File: src/rtl/hkrb_pkg.sv
`default_nettype none

package hkrb_pkg;

   localparam int KEY_SLOTS   = 6;
   localparam int SHOWN_SLOTS = 6;

   localparam logic [7:0] MOD_SHIFT = 8'h02;

   typedef enum logic [1:0] {
      REQ_PRESS   = 2'd0,
      REQ_RELEASE = 2'd1,
      REQ_CLEAR   = 2'd2,
      REQ_CHAR    = 2'd3
   } req_kind_type;

   typedef enum logic [1:0] {
      STATUS_OK          = 2'd0,
      STATUS_ROLLOVER    = 2'd1,
      STATUS_UNSUPPORTED = 2'd2
   } status_type;

   typedef logic [KEY_SLOTS-1:0][7:0]   slot_vec_type;
   typedef logic [SHOWN_SLOTS-1:0][7:0] shown_vec_type;

   typedef struct packed {
      logic [1:0] req_type;
      logic [7:0] modifier_bits;
      logic [7:0] usage_code;
      logic [6:0] ascii_char;
      logic       send_report;
   } req_word_type;

   typedef struct packed {
      logic [7:0]    report_modifiers;
      shown_vec_type slots;
      logic [1:0]    status;
      logic          last;
   } rsp_word_type;

   typedef struct packed {
      logic capture;
      logic commit;
      logic load_first;
      logic load_second;
   } ctrl_cmd_type;

   typedef struct packed {
      logic emit_first;
      logic two_words;
      logic out_free;
   } dp_stat_type;

   typedef struct packed {
      logic [7:0] mods;
      logic [7:0] usage;
   } char_map_type;

   // ascii to modifier and usage, usage zero when there is no mapping
   function automatic char_map_type char_map(input logic [6:0] c);
      char_map_type res;
      logic [7:0]   cw;
      res = '0;
      cw  = {1'b0, c};
      case (c) inside
         [7'h61:7'h7a]: res.usage = cw - 8'h61 + 8'h04;
         [7'h41:7'h5a]: begin
            res.mods  = MOD_SHIFT;
            res.usage = cw - 8'h41 + 8'h04;
         end
         [7'h31:7'h39]: res.usage = cw - 8'h31 + 8'h1e;
         7'h30: res.usage = 8'h27;
         7'h0a: res.usage = 8'h28;
         7'h09: res.usage = 8'h2b;
         7'h20: res.usage = 8'h2c;
         7'h2d: res.usage = 8'h2d;
         7'h3d: res.usage = 8'h2e;
         7'h5b: res.usage = 8'h2f;
         7'h5d: res.usage = 8'h30;
         7'h5c: res.usage = 8'h31;
         7'h3b: res.usage = 8'h33;
         7'h27: res.usage = 8'h34;
         7'h60: res.usage = 8'h35;
         7'h2c: res.usage = 8'h36;
         7'h2e: res.usage = 8'h37;
         7'h2f: res.usage = 8'h38;
         7'h5f: res = '{MOD_SHIFT, 8'h2d};
         7'h2b: res = '{MOD_SHIFT, 8'h2e};
         7'h7b: res = '{MOD_SHIFT, 8'h2f};
         7'h7d: res = '{MOD_SHIFT, 8'h30};
         7'h7c: res = '{MOD_SHIFT, 8'h31};
         7'h3a: res = '{MOD_SHIFT, 8'h33};
         7'h22: res = '{MOD_SHIFT, 8'h34};
         7'h7e: res = '{MOD_SHIFT, 8'h35};
         7'h3c: res = '{MOD_SHIFT, 8'h36};
         7'h3e: res = '{MOD_SHIFT, 8'h37};
         7'h3f: res = '{MOD_SHIFT, 8'h38};
         7'h21: res = '{MOD_SHIFT, 8'h1e};
         7'h40: res = '{MOD_SHIFT, 8'h1f};
         7'h23: res = '{MOD_SHIFT, 8'h20};
         7'h24: res = '{MOD_SHIFT, 8'h21};
         7'h25: res = '{MOD_SHIFT, 8'h22};
         7'h5e: res = '{MOD_SHIFT, 8'h23};
         7'h26: res = '{MOD_SHIFT, 8'h24};
         7'h2a: res = '{MOD_SHIFT, 8'h25};
         7'h28: res = '{MOD_SHIFT, 8'h26};
         7'h29: res = '{MOD_SHIFT, 8'h27};
         default: res = '0;
      endcase
      return res;
   endfunction

endpackage

`default_nettype wire

File: src/rtl/hkrb_if.sv
`default_nettype none

interface hkrb_req_if;
   logic       valid;
   logic       ready;
   logic [1:0] req_type;
   logic [7:0] modifier_bits;
   logic [7:0] usage_code;
   logic [6:0] ascii_char;
   logic       send_report;

   modport source (output valid, req_type, modifier_bits, usage_code, ascii_char,
                   send_report, input ready);
   modport sink (input valid, req_type, modifier_bits, usage_code, ascii_char,
                 send_report, output ready);
endinterface

interface hkrb_rsp_if;
   logic       valid;
   logic       ready;
   logic [7:0] report_modifiers;
   logic [7:0] slot_a;
   logic [7:0] slot_b;
   logic [7:0] slot_c;
   logic [7:0] slot_d;
   logic [7:0] slot_e;
   logic [7:0] slot_f;
   logic [1:0] status;
   logic       last;

   modport source (output valid, report_modifiers, slot_a, slot_b, slot_c, slot_d, slot_e,
                   slot_f, status, last, input ready);
   modport sink (input valid, report_modifiers, slot_a, slot_b, slot_c, slot_d, slot_e,
                 slot_f, status, last, output ready);
endinterface

`default_nettype wire

File: src/rtl/hkrb_ctrl.sv
`default_nettype none

module hkrb_ctrl import hkrb_pkg::*; (
   input  wire logic         clock,
   input  wire logic         reset,
   input  wire logic         req_valid,
   output logic              req_ready,
   input  wire dp_stat_type  stat,
   output ctrl_cmd_type      cmd
);

   typedef enum logic [2:0] {
      ST_IDLE   = 3'b001,
      ST_EXEC   = 3'b010,
      ST_SECOND = 3'b100
   } state_type;

   state_type state_ff;
   state_type state_in;

   always_comb begin
      cmd       = '0;
      state_in  = state_ff;
      req_ready = (state_ff == ST_IDLE);
      case (state_ff)
         ST_IDLE: begin
            if (req_valid) begin
               cmd.capture = 1'b1;
               state_in    = ST_EXEC;
            end
         end
         ST_EXEC: begin
            if (!stat.emit_first || stat.out_free) begin
               cmd.commit     = 1'b1;
               cmd.load_first = stat.emit_first;
               state_in       = stat.two_words ? ST_SECOND : ST_IDLE;
            end
         end
         ST_SECOND: begin
            if (stat.out_free) begin
               cmd.load_second = 1'b1;
               state_in        = ST_IDLE;
            end
         end
         default: begin
            state_in = ST_IDLE;
         end
      endcase
   end

   always_ff @(posedge clock) begin
      if (reset) begin
         state_ff <= ST_IDLE;
      end else begin
         state_ff <= state_in;
      end
   end

endmodule

`default_nettype wire

File: src/rtl/hkrb_dp.sv
`default_nettype none

module hkrb_dp import hkrb_pkg::*; (
   input  wire logic         clock,
   input  wire logic         reset,
   input  wire req_word_type req_word,
   input  wire logic         rsp_ready,
   input  wire ctrl_cmd_type cmd,
   output dp_stat_type       stat,
   output rsp_word_type      rsp_word,
   output logic              rsp_valid
);

   req_word_type item_ff;
   logic [7:0]   held_mods_ff;
   slot_vec_type slots_ff;
   rsp_word_type out_ff;
   logic         out_valid_ff;

   char_map_type             cmap;
   logic                     is_char;
   logic                     is_press;
   logic [7:0]               press_mod;
   logic [7:0]               press_use;
   logic [KEY_SLOTS-1:0]     hit;
   logic [KEY_SLOTS-1:0]     free;
   logic [KEY_SLOTS-1:0]     after;
   logic [KEY_SLOTS:0][7:0]  ext;
   logic                     prev_nz;
   logic                     run;
   logic                     held_key;
   logic                     insert;
   logic                     rollover;
   logic                     unsupported;
   logic                     err;
   logic [1:0]               err_status;
   logic [7:0]               nxt_mods;
   slot_vec_type             nxt_slots;
   rsp_word_type             first_word;
   rsp_word_type             second_word;

   function automatic shown_vec_type to_shown(input slot_vec_type s);
      shown_vec_type r;
      r = '0;
      for (int j = 0; j < SHOWN_SLOTS; j++) begin
         if (j < KEY_SLOTS) begin
            r[j] = s[j];
         end
      end
      return r;
   endfunction

   always_comb begin
      cmap        = char_map(item_ff.ascii_char);
      is_char     = (item_ff.req_type == REQ_CHAR);
      is_press    = (item_ff.req_type == REQ_PRESS) || is_char;
      press_mod   = is_char ? cmap.mods : item_ff.modifier_bits;
      press_use   = is_char ? cmap.usage : item_ff.usage_code;
      unsupported = is_char && (cmap.usage == 8'h00);

      // slots stay packed, so the first free slot follows the last used one
      prev_nz = 1'b1;
      run     = 1'b0;
      ext     = {8'h00, slots_ff};
      for (int i = 0; i < KEY_SLOTS; i++) begin
         hit[i]   = (slots_ff[i] == press_use);
         free[i]  = (slots_ff[i] == 8'h00) && prev_nz;
         prev_nz  = (slots_ff[i] != 8'h00);
         run      = run || ((slots_ff[i] == item_ff.usage_code) &&
                            (item_ff.usage_code != 8'h00));
         after[i] = run;
      end

      held_key = |hit;
      insert   = (press_use != 8'h00) && !held_key;
      rollover = is_press && insert && (slots_ff[KEY_SLOTS-1] != 8'h00);
      err      = rollover || unsupported;

      if (unsupported) begin
         err_status = STATUS_UNSUPPORTED;
      end else if (rollover) begin
         err_status = STATUS_ROLLOVER;
      end else begin
         err_status = STATUS_OK;
      end

      nxt_mods  = held_mods_ff;
      nxt_slots = slots_ff;
      case (item_ff.req_type)
         REQ_PRESS, REQ_CHAR: begin
            nxt_mods = held_mods_ff | press_mod;
            for (int i = 0; i < KEY_SLOTS; i++) begin
               if (insert && free[i]) begin
                  nxt_slots[i] = press_use;
               end
            end
         end
         REQ_RELEASE: begin
            nxt_mods = held_mods_ff & ~item_ff.modifier_bits;
            for (int i = 0; i < KEY_SLOTS; i++) begin
               nxt_slots[i] = after[i] ? ext[i+1] : ext[i];
            end
         end
         REQ_CLEAR: begin
            nxt_mods  = '0;
            nxt_slots = '0;
         end
         default: begin
            nxt_mods = held_mods_ff;
         end
      endcase

      first_word.report_modifiers = err ? held_mods_ff : nxt_mods;
      first_word.slots            = to_shown(err ? slots_ff : nxt_slots);
      first_word.status           = err_status;
      first_word.last             = err || !is_char;

      second_word.report_modifiers = held_mods_ff;
      second_word.slots            = to_shown(slots_ff);
      second_word.status           = STATUS_OK;
      second_word.last             = 1'b1;

      stat.emit_first = err || is_char || item_ff.send_report;
      stat.two_words  = is_char && !err;
      stat.out_free   = !out_valid_ff || rsp_ready;
   end

   always_ff @(posedge clock) begin
      if (cmd.capture) begin
         item_ff <= req_word;
      end
      if (cmd.load_first) begin
         out_ff <= first_word;
      end else if (cmd.load_second) begin
         out_ff <= second_word;
      end
   end

   always_ff @(posedge clock) begin
      if (reset) begin
         held_mods_ff <= '0;
         slots_ff     <= '0;
         out_valid_ff <= 1'b0;
      end else begin
         if (cmd.commit && !is_char && !err) begin
            held_mods_ff <= nxt_mods;
            slots_ff     <= nxt_slots;
         end
         if (cmd.load_first || cmd.load_second) begin
            out_valid_ff <= 1'b1;
         end else if (rsp_ready) begin
            out_valid_ff <= 1'b0;
         end
      end
   end

   assign rsp_word  = out_ff;
   assign rsp_valid = out_valid_ff;

endmodule

`default_nettype wire

File: src/rtl/hid_keyboard_report_builder.sv
// Boot-keyboard report builder: holds one modifier byte and six packed key slots.
// req_chan carries one event word: press, release, release all or type character.
// rsp_chan carries report words: modifiers, six slots, status and a last flag.
// Both channels move a word when valid and ready are high at a rising edge.
// An event is captured, then executed against the held report in a separate step;
// a typed character then adds a further step that loads its second report.
// The execute step is a single pass of the slot compare and insert/compact
// logic; the next event is taken once the controller is back in idle.
// Press, release and release all emit a report only when send_report is set;
// a rollover or an unmapped character always emits one error report.
// A single output register holds the pending report; the next event is taken
// while it waits, and execution stalls only if it must emit into a full register.
// Synchronous reset clears the held report, the controller and the output valid.
`default_nettype none

module hid_keyboard_report_builder import hkrb_pkg::*; (
   input wire logic clock,
   input wire logic reset,
   hkrb_req_if.sink   req_chan,
   hkrb_rsp_if.source rsp_chan
);

   req_word_type req_word;
   rsp_word_type rsp_word;
   ctrl_cmd_type cmd;
   dp_stat_type  stat;
   logic         ready;
   logic         rsp_valid;

   assign req_word.req_type      = req_chan.req_type;
   assign req_word.modifier_bits = req_chan.modifier_bits;
   assign req_word.usage_code    = req_chan.usage_code;
   assign req_word.ascii_char    = req_chan.ascii_char;
   assign req_word.send_report   = req_chan.send_report;
   assign req_chan.ready         = ready;

   hkrb_ctrl u_ctrl (
      .clock     (clock),
      .reset     (reset),
      .req_valid (req_chan.valid),
      .req_ready (ready),
      .stat      (stat),
      .cmd       (cmd)
   );

   hkrb_dp u_dp (
      .clock     (clock),
      .reset     (reset),
      .req_word  (req_word),
      .rsp_ready (rsp_chan.ready),
      .cmd       (cmd),
      .stat      (stat),
      .rsp_word  (rsp_word),
      .rsp_valid (rsp_valid)
   );

   assign rsp_chan.valid            = rsp_valid;
   assign rsp_chan.report_modifiers = rsp_word.report_modifiers;
   assign rsp_chan.slot_a           = rsp_word.slots[0];
   assign rsp_chan.slot_b           = rsp_word.slots[1];
   assign rsp_chan.slot_c           = rsp_word.slots[2];
   assign rsp_chan.slot_d           = rsp_word.slots[3];
   assign rsp_chan.slot_e           = rsp_word.slots[4];
   assign rsp_chan.slot_f           = rsp_word.slots[5];
   assign rsp_chan.status           = rsp_word.status;
   assign rsp_chan.last             = rsp_word.last;

   // an error report always closes its event
   assert property (@(posedge clock) disable iff (reset)
      rsp_valid && (rsp_word.status != STATUS_OK) |-> rsp_word.last)
      else $error("error report without last");

   // the two loads never collide and only happen with room in the output register
   assert property (@(posedge clock) disable iff (reset)
      (cmd.load_first || cmd.load_second) |-> stat.out_free &&
         !(cmd.load_first && cmd.load_second))
      else $error("report loaded into a busy output register");

   // an accepted event is executed before the next one is taken
   assert property (@(posedge clock) disable iff (reset)
      req_chan.valid && ready |=> !ready)
      else $error("event accepted back to back");

   // after a non-final report load the controller stays busy for its closing report
   assert property (@(posedge clock) disable iff (reset)
      cmd.load_first && stat.two_words |=> !ready)
      else $error("second report skipped");

endmodule

`default_nettype wire
File: src/flat_wrapper.sv
// flat-port wrapper written by rule: the top's interface ports become plain ports
module hid_keyboard_report_builder_flat import hkrb_pkg::*;
  (clock, reset, req_chan_valid, req_chan_req_type, req_chan_modifier_bits, req_chan_usage_code, req_chan_ascii_char, req_chan_send_report, req_chan_ready, rsp_chan_valid, rsp_chan_report_modifiers, rsp_chan_slot_a, rsp_chan_slot_b, rsp_chan_slot_c, rsp_chan_slot_d, rsp_chan_slot_e, rsp_chan_slot_f, rsp_chan_status, rsp_chan_last, rsp_chan_ready);
  hkrb_req_if req_chan_i ();
  hkrb_rsp_if rsp_chan_i ();
  input wire logic clock;
  input wire logic reset;
  input wire logic [$bits(req_chan_i.valid)-1:0] req_chan_valid;
  input wire logic [$bits(req_chan_i.req_type)-1:0] req_chan_req_type;
  input wire logic [$bits(req_chan_i.modifier_bits)-1:0] req_chan_modifier_bits;
  input wire logic [$bits(req_chan_i.usage_code)-1:0] req_chan_usage_code;
  input wire logic [$bits(req_chan_i.ascii_char)-1:0] req_chan_ascii_char;
  input wire logic [$bits(req_chan_i.send_report)-1:0] req_chan_send_report;
  output wire logic [$bits(req_chan_i.ready)-1:0] req_chan_ready;
  output wire logic [$bits(rsp_chan_i.valid)-1:0] rsp_chan_valid;
  output wire logic [$bits(rsp_chan_i.report_modifiers)-1:0] rsp_chan_report_modifiers;
  output wire logic [$bits(rsp_chan_i.slot_a)-1:0] rsp_chan_slot_a;
  output wire logic [$bits(rsp_chan_i.slot_b)-1:0] rsp_chan_slot_b;
  output wire logic [$bits(rsp_chan_i.slot_c)-1:0] rsp_chan_slot_c;
  output wire logic [$bits(rsp_chan_i.slot_d)-1:0] rsp_chan_slot_d;
  output wire logic [$bits(rsp_chan_i.slot_e)-1:0] rsp_chan_slot_e;
  output wire logic [$bits(rsp_chan_i.slot_f)-1:0] rsp_chan_slot_f;
  output wire logic [$bits(rsp_chan_i.status)-1:0] rsp_chan_status;
  output wire logic [$bits(rsp_chan_i.last)-1:0] rsp_chan_last;
  input wire logic [$bits(rsp_chan_i.ready)-1:0] rsp_chan_ready;
  assign req_chan_i.valid = req_chan_valid;
  assign req_chan_i.req_type = req_chan_req_type;
  assign req_chan_i.modifier_bits = req_chan_modifier_bits;
  assign req_chan_i.usage_code = req_chan_usage_code;
  assign req_chan_i.ascii_char = req_chan_ascii_char;
  assign req_chan_i.send_report = req_chan_send_report;
  assign req_chan_ready = req_chan_i.ready;
  assign rsp_chan_valid = rsp_chan_i.valid;
  assign rsp_chan_report_modifiers = rsp_chan_i.report_modifiers;
  assign rsp_chan_slot_a = rsp_chan_i.slot_a;
  assign rsp_chan_slot_b = rsp_chan_i.slot_b;
  assign rsp_chan_slot_c = rsp_chan_i.slot_c;
  assign rsp_chan_slot_d = rsp_chan_i.slot_d;
  assign rsp_chan_slot_e = rsp_chan_i.slot_e;
  assign rsp_chan_slot_f = rsp_chan_i.slot_f;
  assign rsp_chan_status = rsp_chan_i.status;
  assign rsp_chan_last = rsp_chan_i.last;
  assign rsp_chan_i.ready = rsp_chan_ready;
  hid_keyboard_report_builder u_core (.clock(clock), .reset(reset), .req_chan(req_chan_i), .rsp_chan(rsp_chan_i));
endmodule
File: config.mk
export PLATFORM = sky130hd
export DESIGN_NAME = hid_keyboard_report_builder_flat
export DESIGN_NICKNAME = d
export VERILOG_FILES = /design/src/rtl/hkrb_pkg.sv /design/src/rtl/hkrb_if.sv /design/src/rtl/hkrb_ctrl.sv /design/src/rtl/hkrb_dp.sv /design/src/rtl/hid_keyboard_report_builder.sv /design/src/flat_wrapper.sv
export SDC_FILE = /design/constraint.sdc
export NUM_CORES = 1
export LEC_CHECK = 0
export ABC_AREA = 1
export BUFFER_PORTS_ARGS = -buffer_cell sky130_fd_sc_hd__buf_2
export CAP_MARGIN = 10
export CORE_MARGIN = 8
export CORE_UTILIZATION = 45
export CTS_BUF_LIST = sky130_fd_sc_hd__clkbuf_2 sky130_fd_sc_hd__clkbuf_4 sky130_fd_sc_hd__clkbuf_8
export DETAILED_ROUTE_END_ITERATION = 8
export GPL_TIMING_DRIVEN = 0
export PLACE_DENSITY_LB_ADDON = 0.08
export RECOVER_POWER = 50
export SYNTH_ARGS = -nofsm -noshare
export SYNTH_HDL_FRONTEND = slang
export SYNTH_SLANG_ARGS = --single-unit
File: constraint.sdc
create_clock -name clock -period 7.3 [get_ports clock]
set_input_delay 0.73 -clock clock [delete_from_list [all_inputs] [get_ports clock]]
set_output_delay 0.73 -clock clock [all_outputs]
set_load 0.02 [all_outputs]
Word level (Yosys, flattened, before mapping)
Index checks and enable logic that the tools add are counted.
{"block": "word_totals", "ff_bits": 145, "input_bits": 30, "out_inout_bits": 61, "word_cells": 274}
{"block": "op_classes", "add_sub_neg": 6, "magnitude_cmp": 6, "eq_ne": 57, "mux": 113, "bitwise_logic": 3, "reduce_logical": 66}
{"cell": "two-way mux 8 bit", "count": 46}
{"cell": "== test 7 x 6 -> 1 bit (second input constant)", "count": 23}
{"cell": "one-hot mux 48 bit (3 select lines)", "count": 1}
{"cell": "two-way mux 59 bit", "count": 2}
{"cell": "== test 8 bit", "count": 12}
{"cell": "two-way mux 2 bit", "count": 41}
{"cell": "== test 7 bit (second input constant)", "count": 11}
{"cell": "nonzero test 8 bit", "count": 8}
{"cell": "zero test 8 bit", "count": 7}
{"cell": "two-way mux 6 bit", "count": 9}
{"cell": "two-way mux 48 bit", "count": 1}
{"cell": "logical AND 1 bit", "count": 27}
{"cell": "one-hot mux 8 bit (3 select lines)", "count": 1}
{"cell": "adder 8 x 3 -> 8 bit (second input constant)", "count": 2}
{"cell": "subtractor 7 x 7 -> 8 bit (second input constant)", "count": 2}
{"cell": "== test 7 x 4 -> 1 bit (second input constant)", "count": 2}
{"cell": ">= comparator 7 bit (second input constant)", "count": 2}
{"cell": "less-or-equal comparator 7 bit (second input constant)", "count": 2}
{"cell": "logical OR 1 bit", "count": 13}
{"cell": "two-way mux 3 bit", "count": 4}
{"cell": "one-hot mux 3 bit (3 select lines)", "count": 1}
{"cell": "adder 8 x 5 -> 8 bit (second input constant)", "count": 1}
{"cell": "bitwise AND 8 bit", "count": 1}
{"cell": "inverter 8 bit", "count": 1}
{"cell": "17 further kinds", "count": 31}

Longest topological paths before layout
{"block": "logic_depth", "word_depth": 56, "mapped_depth": 40, "mapped_depth_nobuf": 38}

Cells and area by module
From an unflattened synthesis, not the netlist that was laid out.
{"block": "unflattened", "cells_unflattened": 1553, "area_unflattened_um2": 10287.4}
{"mod": "hkrb_dp", "n_inst": 1, "cells_per_inst": 1519, "area_per_inst_um2": 10085.9, "seq_area_each_um2": 3693.5}
{"mod": "hkrb_ctrl", "n_inst": 1, "cells_per_inst": 34, "area_per_inst_um2": 201.4, "seq_area_each_um2": 60.1}

Least setup slack after synthesis
Ideal clock, no wire load.
{"block": "synth_path", "path_type": "register -> register", "start": "register u_core.u_dp.item_ff[1] (netlist name)", "end": "register u_core.u_dp.out_ff (netlist bit u_core.u_dp.rsp_word[0]), enable pin", "setup_ns": 0.984, "arrival_time_ns": 4.832, "t_required_ns": 6.316, "setup_slack_ns": 1.485, "path_stages_with_launch": 30, "n_path_buf": 0, "path_cell_list": "edfxtp_1 inv_1 ha_1 inv_1 nor2_1 nand2_1 nand2_1 nor2_1 nand2_1 nor2_1 nand4_1 nand2_1 a21oi_2 nand2_1 o21ai_4 inv_4 nand2_1 nand4_1 a21oi_1 o21ai_1 nor2_1 o21ai_1 nor2_1 nand3_1 nand2_1 inv_2 nand4_2 nand3_2 nand3_2 o21ai_0"}
{"block": "synth_between", "elab_chain_cells": 55, "elab_cells_between_ends": 113}
{"element": "start, declared", "line": "hkrb_dp.sv:14", "text": "req_word_type item_ff;"}
{"element": "start signal, assigned", "line": "hkrb_dp.sv:130", "text": "item_ff <= req_word;"}
{"element": "== test 7 x 6 -> 1 bit", "line": "hkrb_dp.sv:54", "text": "cmap = char_map(item_ff.ascii_char);"}
{"element": "two-way mux 6 bit (9 in series)", "line": "hkrb_pkg.sv:65", "text": "case (c) inside"}
{"element": "two-way mux 8 bit (29 in series)", "line": "hkrb_pkg.sv:65"}
{"element": "two-way mux 8 bit (*)", "line": "hkrb_pkg.sv:65"}
{"element": "two-way mux 8 bit", "line": "hkrb_dp.sv:58", "text": "press_use = is_char ? cmap.usage : item_ff.usage_code;"}
{"element": "== test 8 bit", "line": "hkrb_dp.sv:66", "text": "hit[i] = (slots_ff[i] == press_use);"}
{"element": "OR reduction 6 bit", "line": "hkrb_dp.sv:74", "text": "held_key = |hit;"}
{"element": "zero test 1 bit", "line": "hkrb_dp.sv:75", "text": "insert = (press_use != 8'h00) && !held_key;"}
{"element": "logical AND 1 bit", "line": "hkrb_dp.sv:75"}
{"element": "logical AND 1 bit (2 in series)", "line": "hkrb_dp.sv:76", "text": "rollover = is_press && insert && (slots_ff[KEY_SLOTS-1] != 8'h00);"}
{"element": "logical OR 1 bit (*)", "line": "hkrb_dp.sv:77", "text": "err = rollover || unsupported;"}
{"element": "logical OR 1 bit (*) (2 in series)", "line": "hkrb_dp.sv:123", "text": "stat.emit_first = err || is_char || item_ff.send_report;"}
{"element": "zero test 1 bit", "line": "hkrb_ctrl.sv:33", "text": "if (!stat.emit_first || stat.out_free) begin"}
{"element": "logical OR 1 bit", "line": "hkrb_ctrl.sv:33"}
{"element": "two-way mux 2 bit (*)", "line": "hkrb_ctrl.sv:33"}
{"element": "two-way mux 2 bit (*)", "line": "hkrb_ctrl.sv:25", "text": "case (state_ff)"}
{"element": "nonzero test 2 bit (no line) (*)"}
{"element": "end signal, assigned", "line": "hkrb_dp.sv:133", "text": "out_ff <= first_word;"}
{"element": "end signal, assigned", "line": "hkrb_dp.sv:135", "text": "out_ff <= second_word;"}
{"element": "end, declared", "line": "hkrb_dp.sv:17", "text": "rsp_word_type out_ff;"}
Mark *: on every way between the ends. The rest lies on a longest branch, timed or not.
A chain may end at the register's enable or synchronous reset.

Worst setup path in the final report
{"block": "layout_path", "start": "register u_core.u_dp.item_ff[1] (netlist name)", "end": "register u_core.u_dp.out_ff (netlist bit u_core.u_dp.rsp_word[27]) (data pin)"}
{"block": "layout_between", "elab_chain_cells": 55, "elab_cells_between_ends": 117}
{"element": "== test 7 x 6 -> 1 bit", "line": "hkrb_dp.sv:54"}
{"element": "two-way mux 6 bit (9 in series)", "line": "hkrb_pkg.sv:65"}
{"element": "two-way mux 8 bit (29 in series)", "line": "hkrb_pkg.sv:65"}
{"element": "two-way mux 8 bit (*)", "line": "hkrb_pkg.sv:65"}
{"element": "two-way mux 8 bit", "line": "hkrb_dp.sv:58"}
{"element": "== test 8 bit", "line": "hkrb_dp.sv:66"}
{"element": "OR reduction 6 bit", "line": "hkrb_dp.sv:74"}
{"element": "zero test 1 bit", "line": "hkrb_dp.sv:75"}
{"element": "logical AND 1 bit", "line": "hkrb_dp.sv:75"}
{"element": "logical AND 1 bit (2 in series)", "line": "hkrb_dp.sv:76"}
{"element": "logical OR 1 bit", "line": "hkrb_dp.sv:77"}
{"element": "logical OR 1 bit (2 in series)", "line": "hkrb_dp.sv:123"}
{"element": "zero test 1 bit", "line": "hkrb_ctrl.sv:33"}
{"element": "logical OR 1 bit", "line": "hkrb_ctrl.sv:33"}
{"element": "two-way mux 2 bit", "line": "hkrb_ctrl.sv:33"}
{"element": "two-way mux 2 bit", "line": "hkrb_ctrl.sv:25"}
{"element": "two-way mux 59 bit (*)", "line": "hkrb_dp.sv:132", "text": "if (cmd.load_first) begin"}
Marked as above.

==> reports/summary.txt <==
Switching portion of total power: 39.6%
Post-synthesis xor/xnor area fraction: 5.48%
Switching Power: 869 uW
R2R cell count: 30
Die W: 167 um
Non-filler instance count after layout: 1,928
ANT cells: 0
Minimum clock period: 5.94 ns
VDD IR-drop max: 0.0983 mV
Post-synthesis sequential area ratio: 36.7%
Sequential share of power: 42.0%
Endpoint type of the worst setup path: register
Core box area: 0.0225 mm^2
Syn_area_per_cell: 6.73 um^2
Relative slew slack: 13.3%
Worst skew pair latency: 0.48 ns
Synth cell count leaders: 520 x nand2_1, 169 x nor2_1, 116 x inv_1, 104 x nand3_1, 85 x edfxtp_1
Combinational share of power: 27.8%
DR iter-0 viols: 1,173
Fillcell total: 2,378
Die Span Y: 167 um
Vias: 10.8k
First-pass GRT wire length: 58,900 um
Design Power: 2200 uW
GPL Wtd Cong: 0.987
Yosys reg bits: 145
Util after Layout: 50.5%
Worst slew pin tran: 1.29 ns
Hold path depth: 1
Most instantiated library cell after synthesis: nand2_1
IO Count: 91
Fin Hold WS: 0.422 ns
Post_cts resized: 0
Outcome: finished clean
Slowest-stage cell, CP: nand2_1
Largest net degree at the start of global routing: 27
Worst Path Max Fanout: 10
Post-synth ARST share: 0%
Root Buffer: clkbuf_8
Post-Place Cells: 1,896
Share of post-route cells with drive strength above 1: 8.16%
Top FF cell, synth: edfxtp_1
Mux contribution to synthesized area: 0%
GR Util All Layers: 27.4%
Placed cell areas: 0.0111 mm^2
CP peak stage delay: 0.54 ns
Routed WL: 39,000 um
CTS Sinks: 145
Largest family of logic cells by synthesized area: simple AND/OR/NAND/NOR gates
Compound-Gate Fraction of Synth Area: 8.88%
Worst Path Arrival: 6.12 ns
Final antenna-violating net count: 0
IO buf count: 90
Adder-cell share of the synthesized area: 0.857%
P_int: 1330 uW
Pre-antenna DRT Iters: 6
Hold Buf Count CTS: 0
Synth top area cells: edfxtp_1 25%, nand2_1 19%, dfxtp_1 12%
Distinct cells, synth: 48
H-tree depth: 4
Num CTS Buffers: 17
Starting Density: 45.4%
Worst EP required: 7.49 ns
Crit path top cell by count: nand2_1
FF/Latch Area: 0.00375 mm^2
CTS tree: done
Final worst path period share: 81.3%
Vias/cell: 5.62
Ys Warns: 0
CP Class: reg -> reg
Synth top area share: 25.0%
HP Class: in -> reg
Avg WL per Cell: 20.2 um
Nets: 1,667
Max-capacitance violation count: 0
# Post-CTS Setup Buffers: 0
Max clock buf depth: 2
Clock share of power: 30.1%
Design area: 0.0114 mm^2
Crit start category: register
Final setup violation count: 0
Antenna violations before repair: 0
HPWL Detailed: 27,600 um
Synth Area in Simple Gates: 39.0%
Synthesized area: 0.0102 mm^2
RSZ-0062 raised after global routing: no
Mapped Cells: 1,519
Clock slew at reported path FFs: 0.10 ns
Area Growth Syn to Fin: 11.2%
Pwr/cell area: 193 mW/mm^2
Row count: 55
Synthesized net count: 1,556
Fin. Hold Viols: 0
GRT overflow: 0
Number of flops mapped to enable cells by yosys: 85
Drc violations: 0
Leak Pwr: 0.00554 uW
Max Fclk: 168 MHz
Cell taking the most area after synthesis: edfxtp_1
Vias in the first global route: 10.1k
Area occupied by multi-input gates: 0.00553 mm^2
Die area: 0.0278 mm^2
Slew Viols, Final: 0
Worst clock skew: 0.0189 ns
## state kept, by name (all words and copies together), names as in the netlist
| signal | cells |
|---|---|
| u_core.u_dp.rsp_word | 59 |
| u_core.u_dp.held_mods_ff | 8 |
| u_core.u_dp.ext | 48 |
| u_core.u_dp.rsp_valid | 1 |
| u_core.u_dp.item_ff | 26 |
| u_core.u_ctrl.state_ff | 3 |
## cells by family after synthesis
| kind of cell | after synthesis |
|---|---|
| xor gates and xnor gates | 64 |
| adders and majority gates | 7 |
| DFF | 145 |
| and+or+nand+nor | 928 |
| buffers and inverters | 213 |
| AOI/OAI and AO/OA | 162 |
## final cells by class
cell class                 instances  area share [%]
buffer                            79            3.64
clock buffer                      17            2.06
clock inverter                    15            1.44
inverter                         134            4.45
multi-input combinational       1161            48.6
sequential                       145            33.0
tap                              285            3.14
timing repair buffer              92            3.64
## per-stage QoR
step	setup WS (ns)	setup TNS, ns
finish	1.36	0
global route	0.870	0
CTS	2.13	0
detailed placement	2.16	0
global placement	-0.859	-50.29
floorplan	1.48	0
## critical path: cells and delay by family, from the launching register on
family	cells	cell delay (ns)
AOI/OAI and AO/OA	3	0.58
adders and majority gates	1	0.29
buffers and inverters	5	1.15
DFF	1	0.47
and+or+nand+nor	21	3.18
## metal layers
| layer | track usage (%) | up-vias | routed length (um) |
|---|---|---|---|
| li1 | - | 5189 | - |
| met1 | 37.4 | 4977 | 17200 |
| met2 | 41.0 | 571 | 16600 |
| met3 | 5.48 | 101 | 3590 |
| met4 | 13.0 | 0 | 1490 |
| met5 | 0 | - | 0 |
## layout by cell type (no fill, tap or decap), types with 3 or more instances in the layout
| cell type | synthesis | final |
|---|---|---|
| o211ai_1 | 8 | 8 |
| edfxtp_1 | 85 | 85 |
| o21ai_0 | 57 | 58 |
| inv_2 | 16 | 16 |
| o21bai_1 | 5 | 5 |
| nand4_1 | 61 | 62 |
| inv_1 | 116 | 116 |
| nand3_1 | 104 | 106 |
| buf_6 | 10 | 10 |
| nand3_2 | 6 | 4 |
| buf_4 | 7 | 7 |
| a21oi_1 | 74 | 74 |
| or2_2 | 3 | 3 |
| dfxtp_1 | 60 | 60 |
| nor2_4 | 3 | 3 |
| buf_2 | 16 | 42 |
| inv_8 | 0 | 8 |
| clkbuf_1 | 39 | 103 |
| nor3_1 | 16 | 16 |
| ha_1 | 7 | 7 |
| clkbuf_8 | 0 | 17 |
| nor4_1 | 22 | 22 |
| nand2b_1 | 7 | 7 |
| o21ai_1 | 6 | 4 |
| nand2_2 | 7 | 5 |
| buf_1 | 7 | 7 |
| nor2_1 | 169 | 169 |
| nand2_1 | 520 | 523 |
| xor2_1 | 61 | 61 |
| xnor2_1 | 3 | 3 |
## power by group through the flow
| stage | Combinational, uW | Sequential [uW] | Clock, uW |
|---|---|---|---|
| final | 611 | 923 | 662 |
| after CTS | 597 | 922 | 673 |
| after global routing | 663 | 926 | 704 |
| after floorplan | 402 | 942 | 0 |
| after detailed placement | 594 | 940 | 0 |
| after global placement | 589 | 942 | 0 |
## path summary, 6_finish.rpt
check                                    from                          end  slack, ns
setup / recovery       u_core.u_dp.item_ff[1]     u_core.u_dp.rsp_word[27]       1.36
hold / removal      req_chan_modifier_bits[5]      u_core.u_dp.item_ff[21]       0.42
setup reg to reg       u_core.u_dp.item_ff[1]     u_core.u_dp.rsp_word[27]       1.36
hold reg to reg   u_core.u_dp.held_mods_ff[3]  u_core.u_dp.held_mods_ff[3]       0.49
Power figures use the tool's default switching activity.
